### src/rtl/srm_pkg.sv
package srm_pkg;

   // Field and register widths.
   localparam int unsigned SAMPLE_W    = 16;
   localparam int unsigned LEVEL_W     = 16;
   localparam int unsigned CSR_W       = 21;
   localparam logic [CSR_W-1:0] SEGMENT_LENGTH_RESET = 21'd44100;

   // Largest segment the accumulator is sized for.
   localparam int unsigned MAX_SEGMENT = 1048576;

   // A square of a Q15 sample is at most 2^30, so it and the mean fit 31 bits.
   localparam int unsigned SQUARE_W    = 31;
   localparam int unsigned MEAN_W      = 31;

   // Square root unit: 32-bit radicand, 16-bit root, 17-bit partial remainder.
   localparam int unsigned ROOT_W      = 16;
   localparam int unsigned RADICAND_W  = 2 * ROOT_W;
   localparam int unsigned SQ_REM_W    = ROOT_W + 1;

   // Queue between the accumulator and the divide/root unit.
   localparam int unsigned QUEUE_DEPTH = 2;
   localparam int unsigned QPTR_W      = $clog2(QUEUE_DEPTH);
   localparam int unsigned QLVL_W      = $clog2(QUEUE_DEPTH + 1);

   typedef struct packed {
      logic              empty;
      logic [QLVL_W-1:0] level;
   } q_stat_type;

   typedef enum logic [1:0] {
      ST_IDLE,
      ST_DIV,
      ST_SQRT,
      ST_DONE
   } back_state_type;

endpackage

### src/rtl/srm_if.sv
interface srm_req_if;
   import srm_pkg::*;

   logic                       valid;
   logic                       ready;
   logic signed [SAMPLE_W-1:0] sample;
   logic                       track_start;

   modport source (output valid, output sample, output track_start, input ready);
   modport sink   (input valid, input sample, input track_start, output ready);
endinterface

interface srm_rsp_if;
   import srm_pkg::*;

   logic               valid;
   logic               ready;
   logic [LEVEL_W-1:0] rms_level;

   modport source (output valid, output rms_level, input ready);
   modport sink   (input valid, input rms_level, output ready);
endinterface

### src/rtl/srm_queue.sv
module srm_queue #(
   parameter int unsigned DataW = 72
) (
   input  logic               clock,
   input  logic               reset,
   input  logic               push,
   input  logic [DataW-1:0]   push_data,
   input  logic               pop,
   output logic [DataW-1:0]   pop_data,
   output srm_pkg::q_stat_type stat
);
   import srm_pkg::*;

   logic [DataW-1:0]  entry_ff [QUEUE_DEPTH];
   logic [QPTR_W-1:0] wr_ptr_ff, wr_ptr_in;
   logic [QPTR_W-1:0] rd_ptr_ff, rd_ptr_in;
   logic [QLVL_W-1:0] level_ff, level_in;

   function automatic logic [QPTR_W-1:0] next_ptr(input logic [QPTR_W-1:0] ptr);
      logic [QPTR_W-1:0] result;
      if (ptr == QPTR_W'(QUEUE_DEPTH - 1)) begin
         result = '0;
      end else begin
         result = ptr + 1'b1;
      end
      return result;
   endfunction

   always_comb begin
      wr_ptr_in = push ? next_ptr(wr_ptr_ff) : wr_ptr_ff;
      rd_ptr_in = pop ? next_ptr(rd_ptr_ff) : rd_ptr_ff;
      level_in  = level_ff;
      if (push && !pop) begin
         level_in = level_ff + 1'b1;
      end else if (pop && !push) begin
         level_in = level_ff - 1'b1;
      end
   end

   always_ff @(posedge clock) begin
      if (reset) begin
         wr_ptr_ff <= '0;
         rd_ptr_ff <= '0;
         level_ff  <= '0;
      end else begin
         wr_ptr_ff <= wr_ptr_in;
         rd_ptr_ff <= rd_ptr_in;
         level_ff  <= level_in;
      end
   end

   always_ff @(posedge clock) begin
      if (push) begin
         entry_ff[wr_ptr_ff] <= push_data;
      end
   end

   assign pop_data   = entry_ff[rd_ptr_ff];
   assign stat.level = level_ff;
   assign stat.empty = (level_ff == '0);

endmodule

### src/rtl/srm_front.sv
module srm_front #(
   parameter int unsigned MaxSegment = srm_pkg::MAX_SEGMENT,
   parameter int unsigned CntW       = $clog2(MaxSegment + 1),
   parameter int unsigned SumW       = CntW + 30
) (
   input  logic                      clock,
   input  logic                      reset,
   input  logic                      csr_we,
   input  logic [srm_pkg::CSR_W-1:0] csr_wdata,
   srm_req_if.sink                   req_if,
   input  srm_pkg::q_stat_type       q_stat,
   output logic                      push,
   output logic [SumW+CntW-1:0]      push_data
);
   import srm_pkg::*;

   logic [CSR_W-1:0]    length_ff;
   logic [CntW-1:0]     length_eff;

   // Squaring stage.
   logic                s1_valid_ff;
   logic [SQUARE_W-1:0] s1_square_ff;
   logic                s1_clear_ff;
   logic signed [2*SAMPLE_W-1:0] product;

   // Accumulating stage.
   logic [SumW-1:0]     sum_ff, sum_in, sum_base, sum_next;
   logic [CntW-1:0]     count_ff, count_in, count_base, count_next;
   logic                accept;
   logic                close;

   assign accept = req_if.valid && req_if.ready;

   // A sample in the squaring stage may still close a segment, so it holds
   // a queue slot in reserve.
   assign req_if.ready = ((QLVL_W + 1)'(q_stat.level) + (QLVL_W + 1)'(s1_valid_ff))
                         < (QLVL_W + 1)'(QUEUE_DEPTH);

   assign product = req_if.sample * req_if.sample;

   always_comb begin
      if (length_ff == '0) begin
         length_eff = CntW'(1);
      end else if (length_ff > CSR_W'(MaxSegment)) begin
         length_eff = CntW'(MaxSegment);
      end else begin
         length_eff = CntW'(length_ff);
      end
   end

   always_comb begin
      sum_base   = s1_clear_ff ? '0 : sum_ff;
      count_base = s1_clear_ff ? '0 : count_ff;
      sum_next   = sum_base + SumW'(s1_square_ff);
      count_next = count_base + 1'b1;
      close      = s1_valid_ff && (count_next >= length_eff);
      push       = close;
      push_data  = {sum_next, count_next};
      sum_in     = sum_ff;
      count_in   = count_ff;
      if (close) begin
         sum_in   = '0;
         count_in = '0;
      end else if (s1_valid_ff) begin
         sum_in   = sum_next;
         count_in = count_next;
      end
   end

   always_ff @(posedge clock) begin
      if (reset) begin
         length_ff   <= SEGMENT_LENGTH_RESET;
         s1_valid_ff <= 1'b0;
         sum_ff      <= '0;
         count_ff    <= '0;
      end else begin
         if (csr_we) begin
            length_ff <= csr_wdata;
         end
         s1_valid_ff <= accept;
         sum_ff      <= sum_in;
         count_ff    <= count_in;
      end
   end

   always_ff @(posedge clock) begin
      if (accept) begin
         s1_square_ff <= SQUARE_W'(product);
         s1_clear_ff  <= req_if.track_start;
      end
   end

endmodule

### src/rtl/srm_back.sv
module srm_back #(
   parameter int unsigned MaxSegment = srm_pkg::MAX_SEGMENT,
   parameter int unsigned CntW       = $clog2(MaxSegment + 1),
   parameter int unsigned SumW       = CntW + 30
) (
   input  logic                 clock,
   input  logic                 reset,
   input  srm_pkg::q_stat_type  q_stat,
   input  logic [SumW+CntW-1:0] pop_data,
   output logic                 pop,
   srm_rsp_if.source            rsp_if
);
   import srm_pkg::*;

   localparam int unsigned StepW = $clog2(SumW);

   back_state_type state_ff, state_in;

   logic [StepW-1:0] step_ff, step_in;
   logic             last_step;
   logic             div_step;
   logic             sqrt_step;
   logic             out_load;

   // Restoring divider: quotient bits shift into the dividend register.
   logic [SumW-1:0]  quo_ff, quo_in;
   logic [CntW-1:0]  divisor_ff;
   logic [CntW-1:0]  rem_ff, rem_in;
   logic [CntW:0]    rem_shift;

   // Digit-by-digit square root, two radicand bits per step.
   logic [RADICAND_W-1:0] rad_ff, rad_in;
   logic [SQ_REM_W-1:0]   sq_rem_ff, sq_rem_in;
   logic [ROOT_W-1:0]     root_ff, root_in;
   logic [SQ_REM_W+1:0]   sq_shift;
   logic [ROOT_W+1:0]     trial;

   logic               rsp_valid_ff, rsp_valid_in;
   logic [LEVEL_W-1:0] rsp_level_ff;

   assign last_step = (step_ff == '0);

   always_comb begin
      state_in = state_ff;
      unique case (state_ff)
         ST_IDLE: if (!q_stat.empty) state_in = ST_DIV;
         ST_DIV:  if (last_step) state_in = ST_SQRT;
         ST_SQRT: if (last_step) state_in = ST_DONE;
         ST_DONE: if (!rsp_valid_ff || rsp_if.ready) state_in = ST_IDLE;
         default: state_in = ST_IDLE;
      endcase
   end

   always_comb begin
      pop       = 1'b0;
      div_step  = 1'b0;
      sqrt_step = 1'b0;
      out_load  = 1'b0;
      unique case (state_ff)
         ST_IDLE: pop       = !q_stat.empty;
         ST_DIV:  div_step  = 1'b1;
         ST_SQRT: sqrt_step = 1'b1;
         ST_DONE: out_load  = !rsp_valid_ff || rsp_if.ready;
         default: pop       = 1'b0;
      endcase
   end

   always_comb begin
      rem_shift = {rem_ff, quo_ff[SumW-1]};
      quo_in    = quo_ff;
      rem_in    = rem_ff;
      if (rem_shift >= {1'b0, divisor_ff}) begin
         rem_in = CntW'(rem_shift - {1'b0, divisor_ff});
         quo_in = {quo_ff[SumW-2:0], 1'b1};
      end else begin
         rem_in = CntW'(rem_shift);
         quo_in = {quo_ff[SumW-2:0], 1'b0};
      end
   end

   always_comb begin
      sq_shift  = {sq_rem_ff, rad_ff[RADICAND_W-1 -: 2]};
      trial     = {root_ff, 2'b01};
      rad_in    = {rad_ff[RADICAND_W-3:0], 2'b00};
      if (sq_shift >= {1'b0, trial}) begin
         sq_rem_in = SQ_REM_W'(sq_shift - {1'b0, trial});
         root_in   = {root_ff[ROOT_W-2:0], 1'b1};
      end else begin
         sq_rem_in = SQ_REM_W'(sq_shift);
         root_in   = {root_ff[ROOT_W-2:0], 1'b0};
      end
   end

   always_comb begin
      step_in = step_ff;
      if (pop) begin
         step_in = StepW'(SumW - 1);
      end else if (div_step && last_step) begin
         step_in = StepW'(ROOT_W - 1);
      end else if (div_step || sqrt_step) begin
         step_in = step_ff - 1'b1;
      end
      rsp_valid_in = out_load ? 1'b1 : (rsp_valid_ff && !rsp_if.ready);
   end

   always_ff @(posedge clock) begin
      if (reset) begin
         state_ff     <= ST_IDLE;
         rsp_valid_ff <= 1'b0;
      end else begin
         state_ff     <= state_in;
         rsp_valid_ff <= rsp_valid_in;
      end
   end

   always_ff @(posedge clock) begin
      step_ff <= step_in;
      if (pop) begin
         quo_ff     <= pop_data[SumW+CntW-1:CntW];
         divisor_ff <= pop_data[CntW-1:0];
         rem_ff     <= '0;
      end else if (div_step) begin
         quo_ff <= quo_in;
         rem_ff <= rem_in;
      end
      if (div_step && last_step) begin
         // The mean is at most 2^30, so the upper quotient bits are zero.
         rad_ff    <= RADICAND_W'(quo_in[MEAN_W-1:0]);
         sq_rem_ff <= '0;
         root_ff   <= '0;
      end else if (sqrt_step) begin
         rad_ff    <= rad_in;
         sq_rem_ff <= sq_rem_in;
         root_ff   <= root_in;
      end
      if (out_load) begin
         rsp_level_ff <= root_ff;
      end
   end

   assign rsp_if.valid     = rsp_valid_ff;
   assign rsp_if.rms_level = rsp_level_ff;

endmodule

### src/rtl/segment_rms_meter_top.sv
// Segment RMS level meter. Signed Q15 mono samples arrive on the req_if channel
// and are cut into back-to-back segments of segment_length samples (written
// through csr_we/csr_wdata; a length of zero acts as one, a length above
// MaxSegment acts as MaxSegment, and a new length applies to the running
// segment at once). A sample with track_start set discards the partial segment
// before it is counted. When a segment fills, one transfer on rsp_if carries
// rms_level = floor(sqrt(floor(sum of squares / samples))), a Q15 magnitude
// from 0 to 32768; a trailing partial segment produces nothing. The front end
// squares and accumulates one sample per cycle while req_if.ready is high. Each
// closed segment is handed through a two-entry queue to the back end, which
// takes one at a time: it picks it up, divides bit-serially over SumW quotient
// bits (SumW = 51 at the default MaxSegment), takes a 16-bit square root and
// delivers the result. While a closed segment sits in the queue, a sample in
// the squaring stage reserves the other slot, so req_if.ready is low whenever
// a sample is in that stage; if the back end is idle, this lasts only until it
// picks the segment up. If segments close faster than the back end finishes
// them, the queue fills and req_if.ready stays low until the back end catches
// up. The result register lets the back end finish the next segment while a
// result waits for rsp_if.ready. No initialization sweep is needed after reset.
module segment_rms_meter_top #(
   parameter int unsigned MaxSegment = srm_pkg::MAX_SEGMENT
) (
   input  logic                      clock,
   input  logic                      reset,
   input  logic                      csr_we,
   input  logic [srm_pkg::CSR_W-1:0] csr_wdata,
   srm_req_if.sink                   req_if,
   srm_rsp_if.source                 rsp_if
);
   import srm_pkg::*;

   // Sample count and sum of squares widths follow from the longest segment.
   localparam int unsigned CntW = $clog2(MaxSegment + 1);
   localparam int unsigned SumW = CntW + 30;

   q_stat_type            q_stat;
   logic                  q_push;
   logic                  q_pop;
   logic [SumW+CntW-1:0]  q_push_data;
   logic [SumW+CntW-1:0]  q_pop_data;

   // Front end: length register, squaring stage and segment accumulator.
   srm_front #(
      .MaxSegment (MaxSegment),
      .CntW       (CntW),
      .SumW       (SumW)
   ) u_front (
      .clock     (clock),
      .reset     (reset),
      .csr_we    (csr_we),
      .csr_wdata (csr_wdata),
      .req_if    (req_if),
      .q_stat    (q_stat),
      .push      (q_push),
      .push_data (q_push_data)
   );

   // Closed segments (sum of squares, sample count) wait here.
   srm_queue #(
      .DataW (SumW + CntW)
   ) u_queue (
      .clock     (clock),
      .reset     (reset),
      .push      (q_push),
      .push_data (q_push_data),
      .pop       (q_pop),
      .pop_data  (q_pop_data),
      .stat      (q_stat)
   );

   // Back end: divide by the count, take the square root, hold the result.
   srm_back #(
      .MaxSegment (MaxSegment),
      .CntW       (CntW),
      .SumW       (SumW)
   ) u_back (
      .clock    (clock),
      .reset    (reset),
      .q_stat   (q_stat),
      .pop_data (q_pop_data),
      .pop      (q_pop),
      .rsp_if   (rsp_if)
   );

   // The front end reserves queue space, so a closing segment always finds room.
   assert property (@(posedge clock) disable iff (reset)
      q_push |-> (q_stat.level < QLVL_W'(QUEUE_DEPTH)))
      else $error("segment queue overflow");

   // The back end only picks up a segment that is there.
   assert property (@(posedge clock) disable iff (reset)
      q_pop |-> !q_stat.empty)
      else $error("segment queue read while empty");

   // The RMS of Q15 samples never exceeds full scale.
   assert property (@(posedge clock) disable iff (reset)
      rsp_if.valid |-> (rsp_if.rms_level <= LEVEL_W'(32768)))
      else $error("rms level above full scale");

endmodule
### src/flat_wrapper.sv
// flat-port wrapper written by rule: the top's interface ports become plain ports
module segment_rms_meter_top_flat import srm_pkg::*;
#(
   parameter int unsigned MaxSegment = srm_pkg::MAX_SEGMENT
)
  (clock, reset, csr_we, csr_wdata, req_if_valid, req_if_sample, req_if_track_start, req_if_ready, rsp_if_valid, rsp_if_rms_level, rsp_if_ready);
  srm_req_if req_if_i ();
  srm_rsp_if rsp_if_i ();
  input  logic clock;
  input  logic reset;
  input  logic csr_we;
  input  logic [srm_pkg::CSR_W-1:0] csr_wdata;
  input wire logic [$bits(req_if_i.valid)-1:0] req_if_valid;
  input wire logic [$bits(req_if_i.sample)-1:0] req_if_sample;
  input wire logic [$bits(req_if_i.track_start)-1:0] req_if_track_start;
  output wire logic [$bits(req_if_i.ready)-1:0] req_if_ready;
  output wire logic [$bits(rsp_if_i.valid)-1:0] rsp_if_valid;
  output wire logic [$bits(rsp_if_i.rms_level)-1:0] rsp_if_rms_level;
  input wire logic [$bits(rsp_if_i.ready)-1:0] rsp_if_ready;
  assign req_if_i.valid = req_if_valid;
  assign req_if_i.sample = req_if_sample;
  assign req_if_i.track_start = req_if_track_start;
  assign req_if_ready = req_if_i.ready;
  assign rsp_if_valid = rsp_if_i.valid;
  assign rsp_if_rms_level = rsp_if_i.rms_level;
  assign rsp_if_i.ready = rsp_if_ready;
  segment_rms_meter_top #(.MaxSegment(MaxSegment)) u_core (.clock(clock), .reset(reset), .csr_we(csr_we), .csr_wdata(csr_wdata), .req_if(req_if_i), .rsp_if(rsp_if_i));
endmodule
### config.mk
export PLATFORM = sky130hd
export DESIGN_NAME = segment_rms_meter_top_flat
export DESIGN_NICKNAME = d
export VERILOG_FILES = /design/src/rtl/srm_pkg.sv /design/src/rtl/srm_if.sv /design/src/rtl/srm_queue.sv /design/src/rtl/srm_front.sv /design/src/rtl/srm_back.sv /design/src/rtl/segment_rms_meter_top.sv /design/src/flat_wrapper.sv
export SDC_FILE = /design/constraint.sdc
export NUM_CORES = 1
export LEC_CHECK = 0
export BUFFER_PORTS_ARGS = -buffer_cell sky130_fd_sc_hd__buf_2
export CORE_ASPECT_RATIO = 1.5
export CORE_UTILIZATION = 45
export CTS_CLUSTER_DIAMETER = 30
export DETAILED_ROUTE_END_ITERATION = 6
export GPL_TIMING_DRIVEN = 1
export SLEW_MARGIN = 5
export SYNTH_ARGS = -nofsm -noshare
export SYNTH_HDL_FRONTEND = slang
export SYNTH_SLANG_ARGS = --single-unit
### constraint.sdc
create_clock -name clock -period 8.3 [get_ports clock]
set_input_delay 1.66 -clock clock [delete_from_list [all_inputs] [get_ports clock]]
set_output_delay 1.66 -clock clock [all_outputs]
set_load 0.02 [all_outputs]
After elaboration in Yosys (flattened, before gate mapping). Memory sizes are Yosys's and may differ from the RTL's. A register that Yosys moved wholly into a read port is not among the register bits. Index checks and enable logic that the tools add are counted.

Flip-flop bits (word level): 313. Bits in writable memories: 144. Logic and storage cells: 101. Memories: 1.

Add/sub/neg operators: 10. Multiply operators: 1. Order comparisons: 5. Eq/ne operators: 7. Mux-type cells: 32. Reductions and logical operators: 24.

Memories: u_core.u_queue.entry_ff (words 2, bits a word 72, rd ports 1, clocked after Yosys merged registers in 1, write ports 1, line srm_queue.sv:14) `logic [DataW-1:0] entry_ff [QUEUE_DEPTH];`.

Operators by type and width (count): 51-bit 2-to-1 mux (3); 21-bit 2-to-1 mux (4); 31-bit 2-to-1 mux (2); 51-bit by 31-bit adder with 51-bit output (1); 16-bit by 16-bit multiplier with 31-bit output (1); 22-bit by 21-bit greater-or-equal comparator with 1-bit output (1); 21-bit by 1-bit adder with 21-bit output (second input constant) (1); 21-bit greater-or-equal comparator (1); 21-bit greater-than comparator (second input constant) (1); 21-bit logical NOT (1); 21-bit subtractor (1); 19-bit by 18-bit greater-or-equal comparator with 1-bit output (1); 17-bit 2-to-1 mux (1); 17-bit subtractor (1); 1-bit 2-to-1 mux (13); 2-bit 2-to-1 mux (6); 6-bit 2-to-1 mux (2); 2-bit inequality test (second input constant) (4); 2-bit case mux with 4 select lines (1); 2-bit nonzero test (4); 1-bit logical AND (6); 6-bit logical NOT (1); 6-bit by 1-bit subtractor with 6-bit output (second input constant) (1); 1-bit logical NOT (5); other kinds (11) (16).

Longest topological paths before layout.
Depth in word-level cells: 9. Depth in mapped cells: 26. Mapped depth without buffers: 25.

Modules after synthesis. Synthesis repeated with hierarchy kept, for this count alone.

Cells, all modules: 3165. Area, all modules: 31531.5 sq um.

Modules (own cells, without submodules): srm_front (times used 1, cells each 1944, area an instance 16803.6 sq um, sequential area each 2812.7 sq um); srm_back (times used 1, cells each 976, area an instance 9307.7 sq um, sequential area each 4854.7 sq um); srm_queue (times used 1, cells each 245, area an instance 5420.2 sq um, sequential area each 4424.2 sq um).

Worst setup path before layout. Ideal clock, no wire load.

Path type: in2reg. Start point: in req_if_sample[1]. End point: reg u_core.u_front.s1_square_ff[27] (data pin). Data arrival time: 7.510 ns. Required time: 8.040 ns. Path slack: 0.530 ns. Stages on the path: 25. Cell sequence: clkbuf_1 -> clkbuf_1 -> nand2_1 -> fa_1 -> inv_1 -> ha_1 -> a21oi_1 -> fa_1 -> fa_1 -> inv_1 -> fa_1 -> inv_1 -> fa_1 -> inv_1 -> ha_1 -> a21o_1 -> a2111oi_0 -> a211o_1 -> a21oi_1 -> o311a_1 -> o211ai_1 -> nand2_1 -> a21o_1 -> a21oi_1 -> xnor2_1.

Longest elaborated chain between the ends: 1.

RTL lines: start, declared (line flat_wrapper.sv:14) `input wire logic [$bits(req_if_i.sample)-1:0] req_if_sample;`; 16-bit by 16-bit multiplier with 31-bit output (line srm_front.sv:39) `assign product = req_if.sample * req_if.sample;`; net u_core.u_front.product[27] (line srm_front.sv:24) `logic signed [2*SAMPLE_W-1:0] product;`; end signal, assigned (line srm_front.sv:88) `s1_square_ff <= SQUARE_W'(product);`; end, declared (line srm_front.sv:22) `logic [SQUARE_W-1:0] s1_square_ff;`.

The timed path passes the listed nets, and every way through them passes these cells. A chain may end at the register's enable or synchronous reset.

Worst setup path after layout.
Start point: in req_if_sample[5]. End point: reg u_core.u_front.s1_square_ff[27] (data pin).

The elaborated chain is that of the path after synthesis.

==> results.sh <==
export IMPL_run_status="finished clean"
export IMPL_synth_distinct_cells=77
export IMPL_routed_wire_length_per_instance_um=16.24
export IMPL_cts_inserted_buffers=70
export IMPL_post_layout_total_power_w=0.01589
export IMPL_tritoncts="yes"
export IMPL_detail_route_vias_per_cell=5.199
export IMPL_grt_max_degree=88
export IMPL_dr_first_iter_drc_count=1119
export IMPL_cpMaxStageDelayCell="a2111oi_0"
export IMPL_dominantRegCellSynth="edfxtp_1"
export IMPL_yosys_register_bits=457
export IMPL_antenna_diode_count=0
export IMPL_finalSetupViolations=0
export IMPL_design_portCount=61
export IMPL_crit_path_end_kind="register"
export IMPL_netlist_area_sq_um=30790
export IMPL_worst_endpoint_arrival_ps=7940
export IMPL_cap_viol_max_count=0
export IMPL_first_global_vias=22200
export IMPL_cell_type_with_the_highest_occurrence_count_on_the_critical_path="inv_1"
export IMPL_min_period_over_period_pct=91.75
export IMPL_tightestPinTransition_ps=1166
export IMPL_post_cts_resized_instances=0
export IMPL_htree_num_levels=3
export IMPL_clkTransAtPathRegs_ps=60
export IMPL_clk_path_buf_depth=3
export IMPL_synth_top_area_cell="edfxtp_1"
export IMPL_cts_root_buf="clkbuf_16"
export IMPL_die_w_um=215.6
export IMPL_type_of_the_tightest_min_delay_check="register to register"
export IMPL_synth_top_area_share_pct=28.67
export IMPL_rsz0062_at_grt="false"
export IMPL_synth_top_cells_by_count="inv_1 (404), nand2_1 (315), edfxtp_1 (294), nor2_1 (234), fa_1 (230)"
export IMPL_layout_drive_gt1_share_pct=8.773
export IMPL_peakVddDrop_mv=0.3535
export IMPL_global_route_wire_length_before_repair_mm=110.2
export IMPL_ys_warn_count=0
export IMPL_cts_sinks=457
export IMPL_globalRoute_busiestLayer="met2"
export IMPL_gr_usage_met2_pct=36.83
export IMPL_hold_ws_ps=472.5
export IMPL_place_hpwl_mm=50.00
export IMPL_worstPathRequired_ps=8630
export IMPL_post_synth_top_count_cell="inv_1"
export IMPL_path_type_of_the_worst_setup_path="input port to register"
export IMPL_timing_final_crit_period_ps=7615
export IMPL_post_synth_inst_count=3037
export IMPL_grt_use_met1_pct=22.11
export IMPL_post_synth_main_area_contributors="edfxtp_1 (29%), fa_1 (15%), dfxtp_1 (11%)"
export IMPL_drt_pass1_iter_count=5
export IMPL_fin_tns_setup_ps=0
export IMPL_core_box_area_sq_um=67780
export IMPL_detail_route_antenna_nets=0
export IMPL_global_route_usage_met3_pct=1.942
export IMPL_achievable_clock_frequency_mhz=131.3
export IMPL_syn_num_nets=3494
export IMPL_overflow=0
export IMPL_wirelength_mm=65.57
export IMPL_num_vias=20990
export IMPL_synth_yosys_seq_area_share_pct=39.27
export IMPL_num_rows=117
export IMPL_port_buffers=60
export IMPL_clock_latency_ps=590
export IMPL_grt_use_total_pct=19.43
export IMPL_timing_critical_path_fanout_max=13
export IMPL_grt_antenna_before_repair=0
export IMPL_die_h_um=322.4
export IMPL_leakage_nw=14.65
export IMPL_crit_path_max_incr_delay_ps=580
export IMPL_area_enclosed_by_the_die_boundary_sq_um=69500
export IMPL_initial_utilization_pct=45.43
export IMPL_synthArstFlopShare_pct=0
export IMPL_drc_errors=0
export IMPL_nNetsFinal=3545
export IMPL_worst_clock_skew_ps=19.90
export IMPL_syn_avg_cell_area_sq_um=10.14
export IMPL_utilization_pct=50.85
export IMPL_cts_hold_repair_buffers=0
export IMPL_timing_critical_path_from_type="input port"
export IMPL_hold_violations=0
export IMPL_gp_congestion=0.8767
export IMPL_max_slew_violations=0
export IMPL_post_cts_setup_buffers=0
export IMPL_max_slew_margin_pct=22.27
export IMPL_synth_enable_flop_cells=294
export IMPL_synthToLayoutAreaGrowth_pct=11.92
export IMPL_power_per_cell_area_nw_per_um2=461.1
[layout by cell type, fill, tap and decap left out, types with 8 or more instances in the layout]
cell type and count:
inv_1 404, nand2_1 314, edfxtp_1 294, nor2_1 232
fa_1 230, ha_1 183, dfxtp_1 161, a21oi_1 145
mux2i_1 136, o21ai_0 131, xnor2_1 81, clkbuf_16 74
nor2b_1 68, buf_2 60, xor2_1 49, and2_1 47
nand3_1 45, buf_4 42, nor3_1 41, a21o_1 40
mux2_2 25, a211oi_1 23, o21a_1 23, a31oi_1 23
and3_1 21, or3_1 19, nand4_1 16, inv_6 12
clkbuf_1 12, nand2b_1 11, o21bai_1 9, or2_2 8
o21ai_1 8, nor4_1 8
[power breakdown]
| part | switching [W] | leakage (nW) | internal, W | total [W] |
|---|---|---|---|---|
| Sequential | 0.000288 | 3.98 | 0.00348 | 0.00377 |
| Clock | 0.00110 | 1.16 | 0.00182 | 0.00292 |
| Combinational | 0.00532 | 9.52 | 0.00389 | 0.00921 |
[area by class of cell]
cell class	instances	area [sq um]
fillers	6055	33320
clock buffers	89	1938
well taps	892	1116
repair buffers	102	615.6
clock inverters	41	432.9
inverters	408	1531
flip-flops and latches	457	12100
multi-input cells	2049	16730
[kinds of logic after synthesis]
family / after synthesis / share of synthesized area [%]
and+or+nand+nor: 861 / 12.84
buffers and inverters: 531 / 6.570
AOI/OAI and AO/OA: 483 / 9.866
DFF: 457 / 39.27
adders and majority gates: 414 / 22.43
muxes: 161 / 5.335
xor gates and xnor gates: 130 / 3.698
[sequential cells by signal (all words and copies together), names as in the netlist, 6 cells and up, named ones only]
name and cells:
u_core.u_back.sq_rem_ff 17, u_core.u_front.count_ff 21, u_core.u_back.rad_ff 32, u_core.u_back.root_ff 16
u_core.u_front.length_ff 21, u_core.u_queue.entry_ff 144, u_core.u_back.rem_ff 21, u_core.u_back.divisor_ff 21
u_core.u_back.rsp_if.rms_level 16, u_core.u_back.step_ff 6, u_core.u_front.s1_square_ff 30, u_core.u_back.quo_ff 51
u_core.u_front.sum_ff 51
[worst max-delay path: cells and delay by family]
family	cells	cell delay, ps
fa+ha+maj	7	2820
compound gates	7	1830
simple gates	3	670
buf+inv	8	880
xor+xnor	1	80
[metrics by stage]
stage | std cells | area (sq um) | setup slack (ps)
floorplan | 3037 | 30790 | 530.2
global placement | 3908 | 32090 | 374.2
detailed placement | 3908 | 32090 | 106.6
CTS | 4038 | 34460 | 726.3
global route | 4038 | 34460 | 376.2
finish | 4038 | 34460 | 684.6
[metal layers]
layer	wire [um]	vias up
li1	-	10330
met1	26650	10230
met2	35180	302
met3	1602	129
met4	2138	0
met5	0	-
[path summary, 6_finish.rpt]
check / start / to / slack [ps] / cells after the start
max: req_if_sample[5] / u_core.u_front.s1_square_ff[27] / 680 / 26
min: u_core.u_back.root_ff[15] / u_core.u_back.rsp_if.rms_level[15] / 470 / 0
max reg2reg: u_core.u_front.s1_clear_ff / u_core.u_queue.entry_ff[1][5] / 2950 / 14
min reg2reg: u_core.u_back.root_ff[15] / u_core.u_back.rsp_if.rms_level[15] / 470 / 0
(Power assumes the default switching activity.)
